$ cat src/fefm_pkg.sv
`timescale 1ns / 1ps
// ----------------------------------------------------------------------------
// fefm_pkg
// Types and constants shared by the filtered edge frequency meter.
// ----------------------------------------------------------------------------
package fefm_pkg;

	localparam int CAP_W   = 16;              // capture timestamp
	localparam int GAP_W   = 15;              // masked interval
	localparam int MAX_W   = 16;              // max_interval register
	localparam int CLK_W   = 25;              // clock_hz register
	localparam int EDGE_W  = 24;              // edge counter
	localparam int TICK_W  = 6;               // tick counter
	localparam int FREQ_W  = 16;              // visible part of frequency
	localparam int SCALE_W = CLK_W + 1 - 16;  // (clock_hz + bias) >> 16
	localparam int NUM_W   = EDGE_W + SCALE_W; // dividend width
	localparam int CNT_W   = $clog2(NUM_W + 1);
	localparam int IDX_W   = 2;
	localparam int CFG_W   = CLK_W;

	localparam logic [GAP_W-1:0]  MIN_RESET     = '0;
	localparam logic [MAX_W-1:0]  MAX_RESET     = MAX_W'(32768);
	localparam logic [CLK_W-1:0]  CLK_RESET     = CLK_W'(1000000);
	localparam logic [NUM_W-1:0]  PRODUCT_LIMIT = NUM_W'(2000);
	localparam logic [EDGE_W-1:0] EDGE_LIMIT    = EDGE_W'(24'h800000);
	localparam logic [EDGE_W-1:0] EDGE_MAX      = {EDGE_W{1'b1}};
	localparam logic [TICK_W-1:0] TICK_LIMIT    = TICK_W'(40);
	localparam logic [CLK_W:0]    CLOCK_BIAS    = (CLK_W+1)'(256);

	// configuration register indexes
	localparam logic [IDX_W-1:0] REG_MIN_INTERVAL = IDX_W'(0);
	localparam logic [IDX_W-1:0] REG_MAX_INTERVAL = IDX_W'(1);
	localparam logic [IDX_W-1:0] REG_CLOCK_HZ     = IDX_W'(2);

	// input kinds carried on tuser
	localparam logic CMD_EDGE = 1'b0;
	localparam logic CMD_TICK = 1'b1;

	typedef enum logic [2:0] {
		ST_IDLE,
		ST_EDGE,
		ST_TICK,
		ST_PROD,
		ST_NUM,
		ST_DIV,
		ST_FIN,
		ST_EMIT
	} state_t;

endpackage

$ cat src/filtered_edge_frequency_meter.sv
`timescale 1ns / 1ps
// ----------------------------------------------------------------------------
// filtered_edge_frequency_meter
// Edge counter with interval window and iterative frequency divider.
// ----------------------------------------------------------------------------
// Usage:
//   Slave stream: s_tuser selects the kind (0 captured edge, 1 period tick),
//   s_tdata holds the 16-bit capture timestamp. Master stream: m_tdata is the
//   low 16 bits of the held frequency, m_tuser flags an edge that passed the
//   interval window. One result transaction per input transaction.
//   The cfg channel writes min_interval (0), max_interval (1), clock_hz (2);
//   cfg_ready is always high, other indexes are ignored.
//   An edge passes ST_EDGE and ST_EMIT before m_tvalid is registered. A tick
//   that computes a new frequency passes ST_TICK, ST_PROD, ST_NUM, ST_DIV and
//   ST_FIN: one shared multiplier forms edges*ticks and then scale*edges, and
//   a radix-2 restoring divider forms the quotient, one bit a cycle. Other
//   ticks skip ST_NUM and ST_DIV. One item is in work at a time; s_tready is
//   low meanwhile. A finished result sits in the output register while the
//   next item is taken; when the receiver stalls and that register is full,
//   the block holds the new result and stays busy until m_tready frees it.
//   Reset clears all counters and frequencies and loads register defaults.
// ----------------------------------------------------------------------------
module filtered_edge_frequency_meter (
	input  logic                          clk,
	input  logic                          arst_n,
	// configuration write channel
	input  logic                          cfg_valid,
	output logic                          cfg_ready,
	input  logic [fefm_pkg::IDX_W-1:0]    cfg_index,
	input  logic [fefm_pkg::CFG_W-1:0]    cfg_data,
	// input items
	input  logic                          s_tvalid,
	output logic                          s_tready,
	input  logic [fefm_pkg::CAP_W-1:0]    s_tdata,   // [15:0] capture_value
	input  logic                          s_tuser,   // [0] cmd
	// result items
	output logic                          m_tvalid,
	input  logic                          m_tready,
	output logic [fefm_pkg::FREQ_W-1:0]   m_tdata,   // [15:0] shadow_frequency
	output logic                          m_tuser    // [0] edge_accepted
);
	import fefm_pkg::*;

	state_t state_q, state_d;

	// configuration
	logic [GAP_W-1:0]  min_q;
	logic [MAX_W-1:0]  max_q;
	logic [CLK_W-1:0]  clock_q;

	// measurement state
	logic [CAP_W-1:0]  last_q;
	logic [EDGE_W-1:0] edge_q;
	logic [TICK_W-1:0] tick_q;
	logic [FREQ_W-1:0] run_q;
	logic [FREQ_W-1:0] held_q;
	logic              acc_q;
	logic              div_q;

	// work registers
	logic [CAP_W-1:0]  cap_q;
	logic [NUM_W-1:0]  num_q;
	logic [TICK_W-1:0] rem_q;
	logic [FREQ_W-1:0] quo_q;
	logic [CNT_W-1:0]  cnt_q;

	// output register
	logic              m_tvalid_q;
	logic [FREQ_W-1:0] m_tdata_q;
	logic              m_tuser_q;

	logic [CAP_W-1:0]  diff;
	logic [GAP_W-1:0]  gap;
	logic              gap_ok;
	logic [CLK_W:0]    clk_bias;
	logic [SCALE_W-1:0] scale;
	logic [SCALE_W-1:0] mul_b;
	logic [NUM_W-1:0]  mul_p;
	logic [TICK_W:0]   trial;
	logic [TICK_W:0]   trial_sub;
	logic              trial_ge;
	logic              out_free;
	logic              restart;
	logic [FREQ_W-1:0] run_new;

	assign cfg_ready = 1'b1;
	assign s_tready  = (state_q == ST_IDLE);
	assign m_tvalid  = m_tvalid_q;
	assign m_tdata   = m_tdata_q;
	assign m_tuser   = m_tuser_q;

	assign out_free  = !m_tvalid_q || m_tready;

	// interval window
	assign diff   = cap_q - last_q;
	assign gap    = diff[GAP_W-1:0];
	assign gap_ok = (gap > min_q) && ({1'b0, gap} < max_q);

	// shared multiplier: edges * ticks, then scale * edges
	assign clk_bias = {1'b0, clock_q} + CLOCK_BIAS;
	assign scale    = clk_bias[CLK_W:16];
	assign mul_b    = (state_q == ST_PROD) ? SCALE_W'(tick_q) : scale;
	assign mul_p    = NUM_W'(edge_q) * NUM_W'(mul_b);

	// one restoring divide step
	assign trial     = {rem_q, num_q[NUM_W-1]};
	assign trial_sub = trial - {1'b0, tick_q};
	assign trial_ge  = (trial >= {1'b0, tick_q});

	assign restart = (edge_q > EDGE_LIMIT) || (tick_q > TICK_LIMIT);
	assign run_new = div_q ? quo_q : run_q;

	always_ff @(posedge clk or negedge arst_n) begin
		if (!arst_n) begin
			state_q <= ST_IDLE;
		end else begin
			state_q <= state_d;
		end
	end

	always_comb begin
		state_d = state_q;
		case (state_q)
			ST_IDLE: begin
				if (s_tvalid) begin
					state_d = (s_tuser == CMD_TICK) ? ST_TICK : ST_EDGE;
				end
			end
			ST_EDGE: state_d = ST_EMIT;
			ST_TICK: state_d = ST_PROD;
			ST_PROD: state_d = (mul_p > PRODUCT_LIMIT) ? ST_NUM : ST_FIN;
			ST_NUM:  state_d = ST_DIV;
			ST_DIV: begin
				if (cnt_q == CNT_W'(NUM_W - 1)) begin
					state_d = ST_FIN;
				end
			end
			ST_FIN:  state_d = ST_EMIT;
			ST_EMIT: begin
				if (out_free) begin
					state_d = ST_IDLE;
				end
			end
			default: state_d = ST_IDLE;
		endcase
	end

	// configuration registers
	always_ff @(posedge clk or negedge arst_n) begin
		if (!arst_n) begin
			min_q   <= MIN_RESET;
			max_q   <= MAX_RESET;
			clock_q <= CLK_RESET;
		end else if (cfg_valid && cfg_ready) begin
			case (cfg_index)
				REG_MIN_INTERVAL: min_q   <= cfg_data[GAP_W-1:0];
				REG_MAX_INTERVAL: max_q   <= cfg_data[MAX_W-1:0];
				REG_CLOCK_HZ:     clock_q <= cfg_data[CLK_W-1:0];
				default: ;
			endcase
		end
	end

	// measurement state and output register
	always_ff @(posedge clk or negedge arst_n) begin
		if (!arst_n) begin
			last_q     <= '0;
			edge_q     <= '0;
			tick_q     <= '0;
			run_q      <= '0;
			held_q     <= '0;
			acc_q      <= 1'b0;
			div_q      <= 1'b0;
			cnt_q      <= '0;
			m_tvalid_q <= 1'b0;
		end else begin
			if (state_q == ST_EMIT && out_free) begin
				m_tvalid_q <= 1'b1;
			end else if (m_tready) begin
				m_tvalid_q <= 1'b0;
			end
			case (state_q)
				ST_IDLE: begin
					acc_q <= 1'b0;
					div_q <= 1'b0;
				end
				ST_EDGE: begin
					acc_q <= gap_ok;
					if (gap_ok) begin
						last_q <= cap_q;
						if (edge_q != EDGE_MAX) begin
							edge_q <= edge_q + EDGE_W'(1);
						end
					end
				end
				ST_TICK: tick_q <= tick_q + TICK_W'(1);
				ST_PROD: div_q <= (mul_p > PRODUCT_LIMIT);
				ST_NUM:  cnt_q <= '0;
				ST_DIV:  cnt_q <= cnt_q + CNT_W'(1);
				ST_FIN: begin
					if (restart) begin
						held_q <= run_new;
						run_q  <= '0;
						edge_q <= '0;
						tick_q <= '0;
					end else begin
						run_q <= run_new;
					end
				end
				default: ;
			endcase
		end
	end

	// datapath payload, no reset
	always_ff @(posedge clk) begin
		case (state_q)
			ST_IDLE: begin
				if (s_tvalid) begin
					cap_q <= s_tdata;
				end
			end
			ST_NUM: begin
				num_q <= mul_p + NUM_W'(tick_q >> 1);
				rem_q <= '0;
				quo_q <= '0;
			end
			ST_DIV: begin
				num_q <= {num_q[NUM_W-2:0], 1'b0};
				rem_q <= trial_ge ? trial_sub[TICK_W-1:0] : trial[TICK_W-1:0];
				quo_q <= {quo_q[FREQ_W-2:0], trial_ge};
			end
			ST_EMIT: begin
				if (out_free) begin
					m_tdata_q <= held_q;
					m_tuser_q <= acc_q;
				end
			end
			default: ;
		endcase
	end

`ifndef ASSERT_OFF
	a_busy_after_accept: assert property (@(posedge clk) disable iff (!arst_n)
		s_tvalid && s_tready |=> !s_tready)
		else $error("input accepted while block did not go busy");

	a_tick_bound: assert property (@(posedge clk) disable iff (!arst_n)
		tick_q <= TICK_LIMIT + TICK_W'(1))
		else $error("tick count beyond restart limit");

	a_div_nonzero: assert property (@(posedge clk) disable iff (!arst_n)
		state_q == ST_DIV |-> tick_q != '0 && rem_q < tick_q)
		else $error("divider remainder out of range");

	a_emit_blocked: assert property (@(posedge clk) disable iff (!arst_n)
		state_q == ST_EMIT && !out_free |=> state_q == ST_EMIT && m_tvalid_q)
		else $error("result dropped while output register full");

	a_edge_no_tick: assert property (@(posedge clk) disable iff (!arst_n)
		state_q == ST_EDGE |=> $stable(tick_q))
		else $error("edge item changed tick count");
`endif

endmodule
$ cat config.mk
export PLATFORM = sky130hd
export DESIGN_NAME = filtered_edge_frequency_meter
export DESIGN_NICKNAME = d
export VERILOG_FILES = /design/src/fefm_pkg.sv /design/src/filtered_edge_frequency_meter.sv
export SDC_FILE = /design/constraint.sdc
export NUM_CORES = 1
export LEC_CHECK = 0
export BUFFER_PORTS_ARGS = -buffer_cell sky130_fd_sc_hd__buf_2
export CORE_ASPECT_RATIO = 0.8
export CORE_UTILIZATION = 58
export CTS_CLUSTER_DIAMETER = 30
export DETAILED_ROUTE_END_ITERATION = 8
export GPL_TIMING_DRIVEN = 0
export PLACE_DENSITY = 0.75
export SETUP_SLACK_MARGIN = 0.4
export SKIP_LAST_GASP = 1
export SLEW_MARGIN = 30
export SYNTH_ARGS = -nofsm -noshare
export SYNTH_HDL_FRONTEND = slang
export SYNTH_SLANG_ARGS = --single-unit
$ cat constraint.sdc
create_clock -name clk -period 8.4 [get_ports clk]
set_input_delay 0.84 -clock clk [delete_from_list [all_inputs] [get_ports clk]]
set_output_delay 0.84 -clock clk [all_outputs]
set_load 0.01 [all_outputs]
==> flow_results.org <==
** Placement
- Instance count after placement with tap cells included :: 2585
- In this run the tool buffered the top-level ports with between 60 and 70 buffer cells.
- At the end of routability-driven placement, the weighted congestion stood at 0.961.
- After detailed placement, the total cell area comes to between 20000 and 25000 um2.
- The wire-length estimate of the detail-placed layout is between 30 and 40 mm.

** Drt
- Using the TritonRoute via totals, the vias-per-cell ratio works out to a little over 6.
- ANT nets after route :: 0
- The final route contains roughly 17k vias.
- After detailed routing, the total wire length is 57.5 mm.
- Average detailed-routed wire length per instance :: between 20 and 25 um
- For this run, design rule violations remaining after detail routing come to 0.
- Length of the first detailed-routing pass in iterations :: 6
- The first routing iteration left 1448 violations.

** Global route
- Number of global-route vias before repair :: ~17k
- Sum of overflow across all layers after global routing :: 0
- Entering global routing, the biggest net connects 54 pins.
- Initial antenna violation count :: 0
- Global Route met1 Usage :: about 45%
- GRT Max-Usage Layer :: met2
- Global routing consumed, on the met3 layer, under 10% of the routing resources.
- First-pass GRT wire length :: about 90 mm
- Total global-route track usage :: 32.6%
- For this run, global-route usage on met2 was measured as between 50% and 60%.

** Critical path
- The setup check on the worst reg-to-reg path leaves a slack of -50 ps.
- Worst path top cell family by delay :: adder cells
- In this run the worst path has a maximum fanout of 7.
- Worst setup endpoint :: num_q[30]
- Tracing the worst setup path back leads to its startpoint at clock_q[14].
- Critical path buffers and inverters :: 11
- Beginning of the worst register-to-register path :: clock_q[14]
- Critical path type :: reg2reg
- For this run, the slowest stage of the critical path takes between 600 and 700 ps.
- The endpoint identified for the worst register-to-register timing path is num_q[30].
- Reg2Reg Depth :: 33
- Logic depth of the worst setup path including buffers :: 33
- STA puts the critical path data required time at just under 9000 ps.
- For this design, the slowest cell found on the critical path is sky130_fd_sc_hd__or4b_4.
- Nature of the critical path startpoint :: register
- STA classifies the critical path endpoint as a register.
- Data arrival, critical path :: about 8700 ps

** Logic synthesis
- Post-synthesis simple-gate area fraction :: 16.9%
- Yosys mapped the design onto 85 distinct sky130hd cell types.
- Arithmetic-cell share of the synthesized area counting full adders, half adders and majority gates :: 26.2%
- Counting flops with a built-in enable in the synthesized netlist gives 88.
- Summing the sequential cell areas from Yosys gives between 30% and 40% of the chip area.
- Library cell with the largest summed area after synthesis :: sky130_fd_sc_hd__fa_1
- Summing the areas of all xor and xnor instances in the mapped netlist gives ~3.8% of the synthesized area.
- Post-Synthesis Cells :: between 2k and 2.5k
- Leading cell type by number of instances after synthesis :: sky130_fd_sc_hd__inv_1
- Mux cell area share after synthesis :: 3.87%
- Cell area after synthesis :: between 15000 and 20000 um2
- Synthesized flop and latch total :: around 230
- Largest cells by area after synthesis :: sky130_fd_sc_hd__fa_1 18%, sky130_fd_sc_hd__dfrtp_1 17%, sky130_fd_sc_hd__edfxtp_1 13%
- During synthesis, Yosys emitted a total of 0 warnings.
- FFs w/ async S/R, synth :: 60.9%
- Mean instance size in the synthesized netlist :: roughly 9.4 um2
- Compound-Gate Fraction of Synth Area :: around 12%
- Main combinational cell family by area after synthesis :: adder cells
- Main flop type after synthesis :: sky130_fd_sc_hd__dfrtp_1
- After synthesis, the largest area contributor takes up between 10% and 20% of total cell area.
- The commonest cells after synthesis are 252 x sky130_fd_sc_hd__inv_1, 241 x sky130_fd_sc_hd__nand2_1, 177 x sky130_fd_sc_hd__fa_1.
- When the netlist entered floorplanning its net count stood at roughly 2.4k.

** Power and ir drop
- Final Total Pwr :: approximately 6.2 mW
- The internal power of the cells totals between 3 and 4 mW.
- Share of total power in sequential cells :: 27.4%
- Combinational logic burns a little over two fifths of the power.
- Peak supply drop :: approximately 0.00025 V
- Sw Share :: a little under two fifths
- Leakage power figure :: about 12 nW
- The clock network accounts for a little under a third of the total power.
- Power spent charging and discharging nets :: about 2.3 mW
- Power Dens Cells :: 250 nW/um2

** STA
- Setup violations remaining at the end of the flow were counted as 1.
- Clock skew on the completed layout was measured at 37.2 ps.
- Setup slack on the critical path of the routed design comes to -46.2 ps.
- Unrepaired setup endpoints after global routing :: true
- Highest clock frequency the design can meet :: 118 MHz
- Setup total negative slack on the finished layout was measured at -46.2 ps.
- The number of hold violations in the final report was 0.
- Headroom to the max-slew limit :: between 30% and 40%
- After layout, the minimum clock period comes to 8450 ps.
- Final critical-path share of the clock period :: 101%
- At the pin with the least slew margin, the transition time is roughly 970 ps.
- The number of slew-limit violations in the final report is 0.

** Job
- Count of max-cap constraint violations :: 0

** Floorplanning
- The die covers roughly 35000 um2.
- From bottom edge to top edge, the die measures ~170 um.
- Pin placement for this block handled just under 70 I/O pins.
- Number of core rows :: between 50 and 60
- The floorplan step set the die width to 208 um.
- The core region is approximately 33000 um2.
- The initial utilization of the core area, before any placement, comes to roughly three fifths.

** Cells and area
- Sequential cell area in the final layout :: between 6000 and 7000 um2
- At the end of the flow the core is filled with cells to between 70 and 80%.
- Multi-input combinational cell area :: around 13000 um2
- Final-stage net count :: 2687
- Compared with the post-synthesis result, the final layout area differs by 25.5%.
- Final antenna diode count :: 0
- For this run, the number of standard cells in the final layout without fillers is roughly 2.8k.
- Fin area :: ~25000 um2
- Layout filler cell count :: ~2.1k
- Cells with a size suffix above 1 make up between 20% and 30% of the layout.

** Clock network
- Maximum count of clock buffers along a single path :: 3
- TritonCTS clock tree :: built
- Sink Count :: ~230
- Worst-skew pair later-pin latency :: between 500 and 600 ps
- Root Buffer :: sky130_fd_sc_hd__clkbuf_16
- Clock-pin slew was measured on the worst setup and hold paths at roughly 50 ps.
- CTS buffer count :: between 40 and 50
- The clock tree synthesis step divided the H-tree into 2 levels.

** Hold path
- The tightest min-delay check is of the in2async type.

** Status
- Failing checks :: negative setup slack
- The flow ran to the end, but the final reports show violations.
-- layout by cell type (no fill, tap or decap), types with 8 or more instances in the layout --
cell	instances
sky130_fd_sc_hd__clkbuf_16	45
sky130_fd_sc_hd__ha_4	10
sky130_fd_sc_hd__clkbuf_1	63
sky130_fd_sc_hd__nand4_1	22
sky130_fd_sc_hd__buf_4	114
sky130_fd_sc_hd__or3_1	17
sky130_fd_sc_hd__buf_6	14
sky130_fd_sc_hd__a21oi_1	122
sky130_fd_sc_hd__a21oi_4	12
sky130_fd_sc_hd__nor2b_1	21
sky130_fd_sc_hd__buf_8	10
sky130_fd_sc_hd__fa_1	170
sky130_fd_sc_hd__and2_1	75
sky130_fd_sc_hd__and3_1	27
sky130_fd_sc_hd__edfxtp_1	88
sky130_fd_sc_hd__clkbuf_8	11
sky130_fd_sc_hd__nand2_1	228
sky130_fd_sc_hd__nand2b_1	12
sky130_fd_sc_hd__a21oi_2	12
sky130_fd_sc_hd__dfrtp_1	130
sky130_fd_sc_hd__bufinv_16	8
sky130_fd_sc_hd__a21o_1	25
sky130_fd_sc_hd__nor2_1	136
sky130_fd_sc_hd__o21ai_2	12
sky130_fd_sc_hd__nor3_1	38
sky130_fd_sc_hd__buf_2	69
sky130_fd_sc_hd__mux2_2	50
sky130_fd_sc_hd__o21a_1	20
sky130_fd_sc_hd__mux2i_1	20
sky130_fd_sc_hd__nor2_4	13
sky130_fd_sc_hd__xnor2_2	9
sky130_fd_sc_hd__nand3_1	18
sky130_fd_sc_hd__xnor2_1	38
sky130_fd_sc_hd__o2111ai_1	10
sky130_fd_sc_hd__inv_1	239
sky130_fd_sc_hd__inv_2	13
sky130_fd_sc_hd__o21ai_0	46
sky130_fd_sc_hd__xor2_1	30
sky130_fd_sc_hd__ha_1	114
-- power by group through the flow --
| stage | combinational (mW) | clock [mW] | sequential (mW) |
|---|---|---|---|
| 2_1_floorplan | 1.60 | 0 | 1.66 |
| 3_3_place_gp | 2.10 | 0 | 1.69 |
| 3_5_place_dp | 2.21 | 0 | 1.69 |
| 4_1_cts | 2.45 | 1.89 | 1.68 |
| 5_1_grt | 2.84 | 1.96 | 1.72 |
| 6_report | 2.60 | 1.89 | 1.70 |
-- worst min path at each step --
stage | depth (start not counted) | slack (ps) | endpoint | from
finish | 1 | 170 | last_q[1] | arst_n
global route | 1 | 180 | last_q[1] | arst_n
CTS | 1 | 170 | last_q[1] | arst_n
detailed placement | 0 | 430 | m_tuser | acc_q
global placement | 0 | 430 | m_tdata[12] | held_q[12]
floorplan | 0 | 420 | m_tuser | acc_q
-- per-layer routing --
layer / wire, um / vias up
met5: 0 / -
met4: 1970 / 0
met3: 5040 / 169
met2: 27100 / 852
met1: 23400 / 8343
li1: - / 7511
-- worst register-to-register path, delay by kind of cell (launching register included) --
family          cells  cell delay (ps)
buf+inv            11             1030
fa+ha+maj           6             2830
xor+xnor            3              600
flops               1              550
compound gates      5              990
simple gates        8             2180
-- state kept, by name, indices dropped and copies added, names as in the netlist --
| register | cells |
|---|---|
| num_q | 34 |
| edge_q | 24 |
| clock_q | 17 |
| held_q | 16 |
| m_tdata | 16 |
| max_q | 16 |
| quo_q | 16 |
| run_q | 16 |
| cap_q | 15 |
| last_q | 15 |
| min_q | 15 |
| cnt_q | 6 |
| rem_q | 6 |
| tick_q | 6 |
| state_q | 3 |
| acc_q | 1 |
| div_q | 1 |
| m_tuser | 1 |
| m_tvalid | 1 |
-- cell families (layout without fill, tap and decap cells) --
group | after synthesis | after routing
AND/OR/NAND/NOR | 690 | 691
XOR/XNOR | 86 | 86
other | 1 | 1
flip-flops | 225 | 225
AO/OA/AOI/OAI | 359 | 359
buffers and inverters | 351 | 630
multiplexers | 70 | 70
adder cells (fa/ha/maj) | 306 | 306
-- through the flow --
stage | hold WS, ps | setup WS, ps
global placement | 433 | -1340
CTS | 172 | 295
floorplan | 419 | 425
finish | 173 | -46.2
detailed placement | 434 | -1160
global route | 181 | -249
-- area by class of cell --
type                            instances  area share [%]
Multi-Input combinational cell       1513            54.6
Sequential cell                       225            24.6
Timing Repair Buffer                  197            5.93
Clock buffer                           51            4.76
Inverter                              253            3.84
Buffer                                 98            2.45
Tap cell                              427            2.16
Clock inverter                         31            1.72
-- what timing repair did --
action / CTS / global route
resized for setup: 212 / 117
setup buffers: 93 / 33
setup endpoints to repair: 24 / 21
hold buffers: 0 / 0
pin swaps: 99 / 107
cloned: 1 / 1
(Power assumes the default switching activity.)
